==> src/sv/lfu_pkg.sv <==
`timescale 1ns / 1ps
// Shared constants and types of the LFU cache with recency tie-break.
// Used by the channel interfaces, the top level and its checker; depends on nothing.
package lfu_pkg;

    localparam int MAX_ENTRIES_DEF = 16;
    localparam int COUNT_BITS_DEF  = 16;
    localparam int KEY_W           = 32;
    localparam int VALUE_W         = 32;
    localparam int CAPACITY_W      = 5;

    localparam logic [CAPACITY_W-1:0] CAPACITY_RESET = 5'd16;

    typedef enum logic {
        OP_GET = 1'b0,
        OP_PUT = 1'b1
    } op_t;

endpackage

==> src/sv/lfu_req_if.sv <==
`timescale 1ns / 1ps
// Request channel of the LFU cache: one word is a get or put with key and value.
// Depends on lfu_pkg for the field widths.
interface lfu_req_if;

    logic                                valid;
    logic                                ready;
    logic                                operation;
    logic signed [lfu_pkg::KEY_W-1:0]    key;
    logic signed [lfu_pkg::VALUE_W-1:0]  value;

    modport source (output valid, output operation, output key, output value, input ready);
    modport sink (input valid, input operation, input key, input value, output ready);

endinterface

==> src/sv/lfu_rsp_if.sv <==
`timescale 1ns / 1ps
// Response channel of the LFU cache: one word carries the hit flag and the read value.
// Depends on lfu_pkg for the field widths.
interface lfu_rsp_if;

    logic                                valid;
    logic                                ready;
    logic                                found;
    logic signed [lfu_pkg::VALUE_W-1:0]  read_value;

    modport source (output valid, output found, output read_value, input ready);
    modport sink (input valid, input found, input read_value, output ready);

endinterface

==> src/sv/lfu_ram.sv <==
`timescale 1ns / 1ps
// Generic simple dual-port RAM with one write port and one registered read port.
// Stands alone; used by the LFU cache for its entry store.
module lfu_ram #(
    parameter int WIDTH  = 8,
    parameter int DEPTH  = 16,
    parameter int ADDR_W = (DEPTH > 1) ? $clog2(DEPTH) : 1
) (
    input  logic                    clk,
    input  logic                    we,
    input  logic [ADDR_W-1:0]       waddr,
    input  logic [WIDTH-1:0]        wdata,
    input  logic [ADDR_W-1:0]       raddr,
    output logic [WIDTH-1:0]        rdata
);

    logic [WIDTH-1:0] mem [DEPTH];

    always_ff @(posedge clk)
    begin
        if (we)
        begin
            mem[waddr] <= wdata;
        end
        rdata <= mem[raddr];
    end

endmodule

==> src/sv/lfu_cache_with_lru_tiebreak.sv <==
`timescale 1ns / 1ps
// Top level of the LFU key/value cache with least-recently-used tie-break.
// Depends on lfu_pkg, lfu_req_if, lfu_rsp_if and lfu_ram.
//
// Usage: a get or put word enters on req; exactly one word leaves on rsp with
// found (key was present before the operation) and read_value (stored value on
// a get hit, zero otherwise). The capacity register is written through cfg_we
// and cfg_wdata; the user must write it only while the cache is idle, and the
// block itself does not enforce this. It resets to 16. All entries live in one
// RAM of MAX_ENTRIES words with a registered read port. Every operation makes
// one sweep over all entries to find a key match, the eviction victim and a
// free slot, one entry per cycle. A hit (except a put at zero capacity) or an
// insert then makes a second read-modify-write sweep that updates recency
// ranks and counts. The cache takes one operation at a time; req.ready is
// high only while no operation is in progress.
// The response waits in an output register, so the next request is accepted
// while the receiver stalls; that request finishes its sweeps and then waits
// until the register frees. Reset clears all valid bits and the occupancy.
module lfu_cache_with_lru_tiebreak #(
    parameter int MAX_ENTRIES = lfu_pkg::MAX_ENTRIES_DEF,
    parameter int COUNT_BITS  = lfu_pkg::COUNT_BITS_DEF
) (
    input  logic                              clk,
    input  logic                              rst_n,
    lfu_req_if.sink                           req,
    lfu_rsp_if.source                         rsp,
    input  logic                              cfg_we,
    input  logic [lfu_pkg::CAPACITY_W-1:0]    cfg_wdata
);

    localparam int IDX_W = (MAX_ENTRIES > 1) ? $clog2(MAX_ENTRIES) : 1;
    localparam int OCC_W = $clog2(MAX_ENTRIES + 1);
    localparam logic [IDX_W-1:0] LAST_IDX = IDX_W'(MAX_ENTRIES - 1);

    typedef struct packed {
        logic [lfu_pkg::KEY_W-1:0]   key;
        logic [lfu_pkg::VALUE_W-1:0] value;
        logic [COUNT_BITS-1:0]       count;
        logic [IDX_W-1:0]            rank;
    } entry_t;

    localparam int ENTRY_W = $bits(entry_t);

    typedef enum logic [2:0] {
        S_IDLE,
        S_SCAN,
        S_DECIDE,
        S_UPDATE,
        S_RESP
    } state_t;

    typedef enum logic {
        M_TOUCH,
        M_INSERT
    } mode_t;

    state_t                            state_reg;
    mode_t                             mode_reg;
    logic [lfu_pkg::CAPACITY_W-1:0]    capacity_reg;
    logic [MAX_ENTRIES-1:0]            valid_reg;
    logic [OCC_W-1:0]                  occ_reg;
    lfu_pkg::op_t                      op_reg;
    logic [lfu_pkg::KEY_W-1:0]         key_reg;
    logic [lfu_pkg::VALUE_W-1:0]       value_reg;
    logic [IDX_W-1:0]                  idx_reg;
    logic                              issue_reg;
    logic                              pipe_vld_reg;
    logic [IDX_W-1:0]                  pipe_idx_reg;
    logic                              hit_reg;
    logic [IDX_W-1:0]                  hit_idx_reg;
    logic [IDX_W-1:0]                  hit_rank_reg;
    logic [lfu_pkg::VALUE_W-1:0]       hit_value_reg;
    logic                              vic_found_reg;
    logic [IDX_W-1:0]                  vic_idx_reg;
    logic [COUNT_BITS-1:0]             vic_count_reg;
    logic [IDX_W-1:0]                  vic_rank_reg;
    logic                              free_found_reg;
    logic [IDX_W-1:0]                  free_idx_reg;
    logic                              evict_reg;
    logic [IDX_W-1:0]                  slot_idx_reg;
    logic                              found_reg;
    logic [lfu_pkg::VALUE_W-1:0]       rdval_reg;
    logic                              rsp_valid_reg;

    entry_t                            rd_entry;
    entry_t                            wr_entry;
    logic [ENTRY_W-1:0]                rd_word;
    logic                              wr_en;
    logic                              rd_live;
    logic                              key_match;
    logic                              better;
    logic                              pass_done;
    logic                              occ_full;
    logic                              do_evict;
    logic                              slot_ok;
    logic [IDX_W-1:0]                  slot_sel;

    lfu_ram #(
        .WIDTH (ENTRY_W),
        .DEPTH (MAX_ENTRIES)
    ) u_store (
        .clk   (clk),
        .we    (wr_en),
        .waddr (pipe_idx_reg),
        .wdata (wr_entry),
        .raddr (idx_reg),
        .rdata (rd_word)
    );

    assign rd_entry  = entry_t'(rd_word);
    assign rd_live   = valid_reg[pipe_idx_reg];
    assign key_match = rd_live && (rd_entry.key == key_reg);
    assign better    = rd_live && (!vic_found_reg || (rd_entry.count < vic_count_reg) ||
                       ((rd_entry.count == vic_count_reg) && (rd_entry.rank > vic_rank_reg)));
    assign pass_done = !issue_reg && pipe_vld_reg;

    assign occ_full = (32'(occ_reg) >= 32'(capacity_reg)) ||
                      (32'(occ_reg) >= 32'(MAX_ENTRIES));
    assign do_evict = occ_full && vic_found_reg;
    assign slot_ok  = free_found_reg || do_evict;

    always_comb
    begin
        if (free_found_reg && !(do_evict && (vic_idx_reg < free_idx_reg)))
        begin
            slot_sel = free_idx_reg;
        end
        else
        begin
            slot_sel = vic_idx_reg;
        end
    end

    always_comb
    begin
        wr_en    = 1'b0;
        wr_entry = rd_entry;
        if ((state_reg == S_UPDATE) && pipe_vld_reg)
        begin
            if (mode_reg == M_TOUCH)
            begin
                if (pipe_idx_reg == hit_idx_reg)
                begin
                    wr_en         = 1'b1;
                    wr_entry.rank = '0;
                    if (rd_entry.count != '1)
                    begin
                        wr_entry.count = rd_entry.count + COUNT_BITS'(1);
                    end
                    if (op_reg == lfu_pkg::OP_PUT)
                    begin
                        wr_entry.value = value_reg;
                    end
                end
                else if (rd_live && (rd_entry.rank < hit_rank_reg))
                begin
                    wr_en         = 1'b1;
                    wr_entry.rank = rd_entry.rank + IDX_W'(1);
                end
            end
            else
            begin
                if (pipe_idx_reg == slot_idx_reg)
                begin
                    wr_en          = 1'b1;
                    wr_entry.key   = key_reg;
                    wr_entry.value = value_reg;
                    wr_entry.count = COUNT_BITS'(1);
                    wr_entry.rank  = '0;
                end
                else if (rd_live && !(evict_reg && (pipe_idx_reg == vic_idx_reg)))
                begin
                    // Closing the victim's gap and making room at the front cancel out.
                    wr_en = 1'b1;
                    if (!(evict_reg && (rd_entry.rank > vic_rank_reg)))
                    begin
                        wr_entry.rank = rd_entry.rank + IDX_W'(1);
                    end
                end
            end
        end
    end

    always_ff @(posedge clk or negedge rst_n)
    begin
        if (!rst_n)
        begin
            state_reg      <= S_IDLE;
            mode_reg       <= M_TOUCH;
            capacity_reg   <= lfu_pkg::CAPACITY_RESET;
            valid_reg      <= '0;
            occ_reg        <= '0;
            op_reg         <= lfu_pkg::OP_GET;
            key_reg        <= '0;
            value_reg      <= '0;
            idx_reg        <= '0;
            issue_reg      <= 1'b0;
            pipe_vld_reg   <= 1'b0;
            pipe_idx_reg   <= '0;
            hit_reg        <= 1'b0;
            hit_idx_reg    <= '0;
            hit_rank_reg   <= '0;
            hit_value_reg  <= '0;
            vic_found_reg  <= 1'b0;
            vic_idx_reg    <= '0;
            vic_count_reg  <= '0;
            vic_rank_reg   <= '0;
            free_found_reg <= 1'b0;
            free_idx_reg   <= '0;
            evict_reg      <= 1'b0;
            slot_idx_reg   <= '0;
            found_reg      <= 1'b0;
            rdval_reg      <= '0;
            rsp_valid_reg  <= 1'b0;
        end
        else
        begin
            if (cfg_we)
            begin
                capacity_reg <= cfg_wdata;
            end

            if (rsp_valid_reg && rsp.ready && (state_reg != S_RESP))
            begin
                rsp_valid_reg <= 1'b0;
            end

            if ((state_reg == S_SCAN) || (state_reg == S_UPDATE))
            begin
                if (issue_reg)
                begin
                    pipe_vld_reg <= 1'b1;
                    pipe_idx_reg <= idx_reg;
                    if (idx_reg == LAST_IDX)
                    begin
                        issue_reg <= 1'b0;
                    end
                    else
                    begin
                        idx_reg <= idx_reg + IDX_W'(1);
                    end
                end
                else
                begin
                    pipe_vld_reg <= 1'b0;
                end
            end

            case (state_reg)
                S_IDLE:
                begin
                    if (req.valid)
                    begin
                        op_reg         <= lfu_pkg::op_t'(req.operation);
                        key_reg        <= req.key;
                        value_reg      <= req.value;
                        hit_reg        <= 1'b0;
                        vic_found_reg  <= 1'b0;
                        free_found_reg <= 1'b0;
                        idx_reg        <= '0;
                        issue_reg      <= 1'b1;
                        pipe_vld_reg   <= 1'b0;
                        state_reg      <= S_SCAN;
                    end
                end

                S_SCAN:
                begin
                    if (pipe_vld_reg)
                    begin
                        if (key_match && !hit_reg)
                        begin
                            hit_reg       <= 1'b1;
                            hit_idx_reg   <= pipe_idx_reg;
                            hit_rank_reg  <= rd_entry.rank;
                            hit_value_reg <= rd_entry.value;
                        end
                        if (better)
                        begin
                            vic_found_reg <= 1'b1;
                            vic_idx_reg   <= pipe_idx_reg;
                            vic_count_reg <= rd_entry.count;
                            vic_rank_reg  <= rd_entry.rank;
                        end
                        if (!rd_live && !free_found_reg)
                        begin
                            free_found_reg <= 1'b1;
                            free_idx_reg   <= pipe_idx_reg;
                        end
                    end
                    if (pass_done)
                    begin
                        state_reg <= S_DECIDE;
                    end
                end

                S_DECIDE:
                begin
                    idx_reg   <= '0;
                    issue_reg <= 1'b1;
                    evict_reg <= do_evict;
                    slot_idx_reg <= slot_sel;
                    if (op_reg == lfu_pkg::OP_GET)
                    begin
                        mode_reg  <= M_TOUCH;
                        state_reg <= hit_reg ? S_UPDATE : S_RESP;
                    end
                    else if (capacity_reg == '0)
                    begin
                        state_reg <= S_RESP;
                    end
                    else if (hit_reg)
                    begin
                        mode_reg  <= M_TOUCH;
                        state_reg <= S_UPDATE;
                    end
                    else if (slot_ok)
                    begin
                        mode_reg  <= M_INSERT;
                        state_reg <= S_UPDATE;
                    end
                    else
                    begin
                        state_reg <= S_RESP;
                    end
                end

                S_UPDATE:
                begin
                    if (pass_done)
                    begin
                        if (mode_reg == M_INSERT)
                        begin
                            if (evict_reg)
                            begin
                                valid_reg[vic_idx_reg] <= 1'b0;
                            end
                            valid_reg[slot_idx_reg] <= 1'b1;
                            occ_reg <= occ_reg + OCC_W'(1) - OCC_W'(evict_reg);
                        end
                        state_reg <= S_RESP;
                    end
                end

                S_RESP:
                begin
                    issue_reg <= 1'b0;
                    if (!rsp_valid_reg || rsp.ready)
                    begin
                        found_reg <= hit_reg;
                        if ((op_reg == lfu_pkg::OP_GET) && hit_reg)
                        begin
                            rdval_reg <= hit_value_reg;
                        end
                        else
                        begin
                            rdval_reg <= '0;
                        end
                        rsp_valid_reg <= 1'b1;
                        state_reg     <= S_IDLE;
                    end
                end

                default:
                begin
                    state_reg <= S_IDLE;
                end
            endcase
        end
    end

    assign req.ready      = (state_reg == S_IDLE);
    assign rsp.valid      = rsp_valid_reg;
    assign rsp.found      = found_reg;
    assign rsp.read_value = rdval_reg;

endmodule

==> src/flat_wrapper.sv <==
// flat-port wrapper written by rule: the top's interface ports become plain ports
module lfu_cache_with_lru_tiebreak_flat 
#(
    parameter int MAX_ENTRIES = lfu_pkg::MAX_ENTRIES_DEF,
    parameter int COUNT_BITS  = lfu_pkg::COUNT_BITS_DEF
)
  (clk, rst_n, cfg_we, cfg_wdata, req_valid, req_operation, req_key, req_value, req_ready, rsp_valid, rsp_found, rsp_read_value, rsp_ready);
  lfu_req_if req_i ();
  lfu_rsp_if rsp_i ();
  input  logic clk;
  input  logic rst_n;
  input  logic cfg_we;
  input  logic [lfu_pkg::CAPACITY_W-1:0] cfg_wdata;
  input wire logic [$bits(req_i.valid)-1:0] req_valid;
  input wire logic [$bits(req_i.operation)-1:0] req_operation;
  input wire logic [$bits(req_i.key)-1:0] req_key;
  input wire logic [$bits(req_i.value)-1:0] req_value;
  output wire logic [$bits(req_i.ready)-1:0] req_ready;
  output wire logic [$bits(rsp_i.valid)-1:0] rsp_valid;
  output wire logic [$bits(rsp_i.found)-1:0] rsp_found;
  output wire logic [$bits(rsp_i.read_value)-1:0] rsp_read_value;
  input wire logic [$bits(rsp_i.ready)-1:0] rsp_ready;
  assign req_i.valid = req_valid;
  assign req_i.operation = req_operation;
  assign req_i.key = req_key;
  assign req_i.value = req_value;
  assign req_ready = req_i.ready;
  assign rsp_valid = rsp_i.valid;
  assign rsp_found = rsp_i.found;
  assign rsp_read_value = rsp_i.read_value;
  assign rsp_i.ready = rsp_ready;
  lfu_cache_with_lru_tiebreak #(.MAX_ENTRIES(MAX_ENTRIES), .COUNT_BITS(COUNT_BITS)) u_core (.clk(clk), .rst_n(rst_n), .req(req_i), .rsp(rsp_i), .cfg_we(cfg_we), .cfg_wdata(cfg_wdata));
endmodule
==> config.mk <==
export PLATFORM = sky130hd
export DESIGN_NAME = lfu_cache_with_lru_tiebreak_flat
export DESIGN_NICKNAME = d
export VERILOG_FILES = /design/src/sv/lfu_pkg.sv /design/src/sv/lfu_req_if.sv /design/src/sv/lfu_rsp_if.sv /design/src/sv/lfu_ram.sv /design/src/sv/lfu_cache_with_lru_tiebreak.sv /design/src/flat_wrapper.sv
export SDC_FILE = /design/constraint.sdc
export NUM_CORES = 2
export LEC_CHECK = 0
export BUFFER_PORTS_ARGS = -buffer_cell sky130_fd_sc_hd__buf_2
export CORE_ASPECT_RATIO = 1.5
export CORE_MARGIN = 2
export CORE_UTILIZATION = 60
export DETAILED_ROUTE_END_ITERATION = 8
export HOLD_SLACK_MARGIN = 0.08
export PLACE_DENSITY = 0.77
export SYNTH_ARGS = -nofsm -noshare
export SYNTH_HDL_FRONTEND = slang
export SYNTH_SLANG_ARGS = --single-unit
==> constraint.sdc <==
create_clock -name clk -period 18.06 [get_ports clk]
set_clock_uncertainty 0.05 [all_clocks]
set_input_delay 2.709 -clock clk [delete_from_list [all_inputs] [get_ports clk]]
set_output_delay 2.709 -clock clk [all_outputs]
set_load 0.03 [all_outputs]
==> results.sh <==
export IMPL_initialDrtViolationCount=4337
export IMPL_die_w_um=271
export IMPL_grt_overflow=0
export IMPL_final_period_minus_worst_setup_slack_ns=5.18
export IMPL_floorplan_io_pins=110
export IMPL_cts_tree="yes"
export IMPL_post_synth_top_count_cell="edfxtp_1"
export IMPL_detailroute_via_count=32500
export IMPL_finalNetCount=3525
export IMPL_maxSlewHeadroom_pct=3.44
export IMPL_setup_viol=0
export IMPL_port_buffer_count=109
export IMPL_ys_async_sr_fraction_pct=13.1
export IMPL_worst_r2r_startpoint="u_core.pipe_idx_reg[2]"
export IMPL_highest_metal_layer_with_signal_wires="met4"
export IMPL_route_detailed_wl_per_inst_um=29.6
export IMPL_dieHeight_um=405
export IMPL_htreeDepth=4
export IMPL_ant_diodes=0
export IMPL_vias_per_cell=6.57
export IMPL_grt_max_degree=152
export IMPL_place_detailed_hpwl_um=74900
export IMPL_synth_top_cells_by_area="edfxtp_1 (63%), mux4_2 (15%), dfrtp_1 (8.3%)"
export IMPL_xor_xnor_fraction_of_synth_area_pct=0.667
export IMPL_vdd_ir_drop_max_v=0.0000916
export IMPL_synth_edf_count=1344
export IMPL_sequential_fraction_of_the_synthesis_area_pct=73.7
export IMPL_powerDensity_mw_per_mm2=140
export IMPL_rrSetupSlack_ns=12.88
export IMPL_netlist_top_cells_count="edfxtp_1 (1344), mux4_2 (425), nand2_1 (325), dfrtp_1 (214), o21ai_0 (120)"
export IMPL_setup_worst_path_class="reg2reg"
export IMPL_via_count_of_the_first_global_routing_pass=34200
export IMPL_post_layout_total_power_w=0.00998
export IMPL_cts_root_buffer_cell="clkbuf_16"
export IMPL_firstDrtPassIters=6
export IMPL_synthAdderAreaFrac_pct=0.778
export IMPL_cts_path_max_buffers=3
export IMPL_clk_latency_ns=0.79
export IMPL_route_met3_wl_um=11500
export IMPL_synth_avg_cell_area_um2=19.7
export IMPL_startpoint="u_core.pipe_idx_reg[2]"
export IMPL_cts_inserted_buffers=146
export IMPL_r2r_worst_path_cells=9
export IMPL_numClockSinks=1643
export IMPL_yosysWarningCount=0
export IMPL_clk_pin_slew_ns=0.07
export IMPL_yosys_area_top_type="edfxtp_1"
export IMPL_min_delay_start="u_core.rsp.read_value[10]"
export IMPL_drt_wl_total_um=146000
export IMPL_hold_removal_path_class="reg2reg"
export IMPL_power_switching_share_pct=27.1
export IMPL_synthDominantCellAreaShare_pct=62.7
export IMPL_postSynthRegisterBits=1643
export IMPL_coreArea_mm2=0.107
export IMPL_sequentialPowerShare_pct=49.8
export IMPL_slew_at_the_pin_closest_to_its_max_slew_limit_ns=1.41
export IMPL_floorplan_die_area_mm2=0.110
export IMPL_synthesized_netlist_cell_count=3268
export IMPL_power_net_switching_w=0.00270
export IMPL_synthToLayoutAreaGrowth_pct=11.2
export IMPL_timing_fmax_mhz=193
export IMPL_final_hold_fails=0
export IMPL_hold_path_end="u_core.rsp.read_value[10]"
export IMPL_largest_register="u_core.u_store.mem"
export IMPL_cts_resized=0
export IMPL_postRouteAntennaNets=0
export IMPL_met2WireLength_um=75800
export IMPL_cts_hold_buffers_added=0
export IMPL_place_worst_setup_slack_ns=12.91
export IMPL_max_ffs_per_register=1344
export IMPL_post_route_cells_drive_above_1_share_pct=27.8
export IMPL_post_cts_setup_buffers=0
export IMPL_cell_internal_pwr_w=0.00728
export IMPL_critical_path_reg2reg_endpoint="u_core.u_store.mem[9][33]"
export IMPL_power_share_clock_pct=32.4
export IMPL_synth_main_ff_cell="edfxtp_1"
export IMPL_grt_setup_unrepaired="no"
export IMPL_global_route_usage_total_pct=27.1
export IMPL_post_synth_mux_area_share_pct=17.2
export IMPL_timing_final_crit_share_pct=28.7
export IMPL_cp_max_fo=77
export IMPL_hold_depth=2
export IMPL_timing_critical_path_to_type="flop"
export IMPL_synth_top_family_by_area="multiplexers"
export IMPL_floorplan_initialDensity_pct=60.3
export IMPL_synth_cell_type_count=70
export IMPL_comb_power_share_pct=17.8
export IMPL_fin_setup_tns_ns=0
export IMPL_p_leak_nw=23.7
export IMPL_mappedNetlistNets=3383
export IMPL_wl_met1_um=54400
export IMPL_gp_congestion=0.858
export IMPL_max_cap_violations=0
export IMPL_rows=147
export IMPL_arr_time_crit_path_ns=5.52
export IMPL_timing_max_transition_violations_final=0
export IMPL_synth_compound_gate_area_share_pct=2.40
export IMPL_launching_element_type_of_the_critical_path="flop"
export IMPL_reg_largest_list="u_core.u_store.mem: 1344 flops, u_core.u_store.rdata: 84 flops"
export IMPL_grt_antenna_before_repair=2
export IMPL_drt_drc_violations_left=0
export IMPL_synth_cell_area_mm2=0.0643
export IMPL_synth_simple_area_share_pct=3.70
export IMPL_timing_final_ws_setup_ns=12.88
export IMPL_critical_path_required_ns=18.40
export IMPL_grt_pass1_wl_um=219000
export IMPL_outcome="completed"
-- power by group through the flow --
stage / clock network [W] / registers [W] / logic (W)
floorplan: 0 / 0.00489 / 0.00133
global placement: 0 / 0.00503 / 0.00166
detailed placement: 0 / 0.00504 / 0.00175
CTS: 0.00327 / 0.00497 / 0.00178
global route: 0.00339 / 0.00499 / 0.00193
finish: 0.00323 / 0.00497 / 0.00178
-- metrics by stage --
| step | utilization, % | area, um^2 | cells | hold slack, ns |
|---|---|---|---|---|
| after CTS | 67.1 | 71500 | 4950 | 0.420 |
| after floorplan | - | 64300 | 3268 | 0.388 |
| after global routing | 67.1 | 71500 | 4950 | 0.443 |
| after global placement | 62.4 | 66500 | 4677 | 0.404 |
| after detailed placement | 62.4 | 66500 | 4677 | 0.414 |
| final | 67.1 | 71500 | 4950 | 0.423 |
-- final cells by class --
type                    instances  area [um^2]
flip-flops and latches       1643        47400
repair buffers                177         1080
fillers                      6581        35100
clock inverters                70          848
well taps                    1415         1770
inverters                      44          165
multi-input cells            1398        16100
clock buffers                 203         4150
-- metal layers --
| metal | vias to the layer above | global-route usage [%] |
|---|---|---|
| met4 | 0 | 9.31 |
| met3 | 318 | 4.58 |
| met1 | 17000 | 36.2 |
| met2 | 1777 | 45.9 |
| met5 | - | 0 |
| li1 | 13400 | - |
-- cells by family after synthesis --
kind of cell / count (synthesis)
simple gates: 527
xor+xnor: 49
fa+ha+maj: 40
buf+inv: 227
flops: 1643
mux: 545
compound gates: 237
-- worst max-delay path by stage --
stage                     cells past startpoint                        end
after floorplan                               8   u_core.u_store.mem[5][0]
after global placement                        8  u_core.u_store.mem[7][34]
after detailed placement                      9  u_core.u_store.mem[9][47]
after CTS                                     9  u_core.u_store.mem[9][42]
after global routing                          9  u_core.u_store.mem[9][33]
final                                         9  u_core.u_store.mem[9][33]
-- placed cells by master, fill, tap and decap left out, drive strengths merged, types with 5 or more instances in the layout --
master,netlist,routed
a21o,7,7
nand2,325,325
nand3,22,22
clkinv,0,36
nor4,18,18
a21oi,17,17
o21ai,122,122
nor3,46,46
dfxtp,84,84
ha,40,40
mux2i,5,5
nor2,38,38
clkinvlp,0,5
dfrtp,214,214
bufinv,0,13
nand4,14,14
nand3b,8,8
nand2b,16,16
edfxtp,1344,1344
xor2,31,31
o41ai,23,23
mux4,425,425
buf,64,177
xnor2,18,18
a211oi,10,10
clkbuf,119,203
mux2,115,115
nor2b,6,6
and3,10,10
a311o,24,24
inv,44,60
-- critical path: stages (launching register included) --
cell and delay (ns):
dfrtp_1 0.93, mux4_2 0.40, mux2i_1 0.07, mux2_2 0.28
buf_4 0.33, o21bai_1 0.28, nand2_1 0.41, nor4b_2 0.40
buf_4 0.72, buf_4 0.84
No activity file was read; power rests on OpenSTA's default activity.
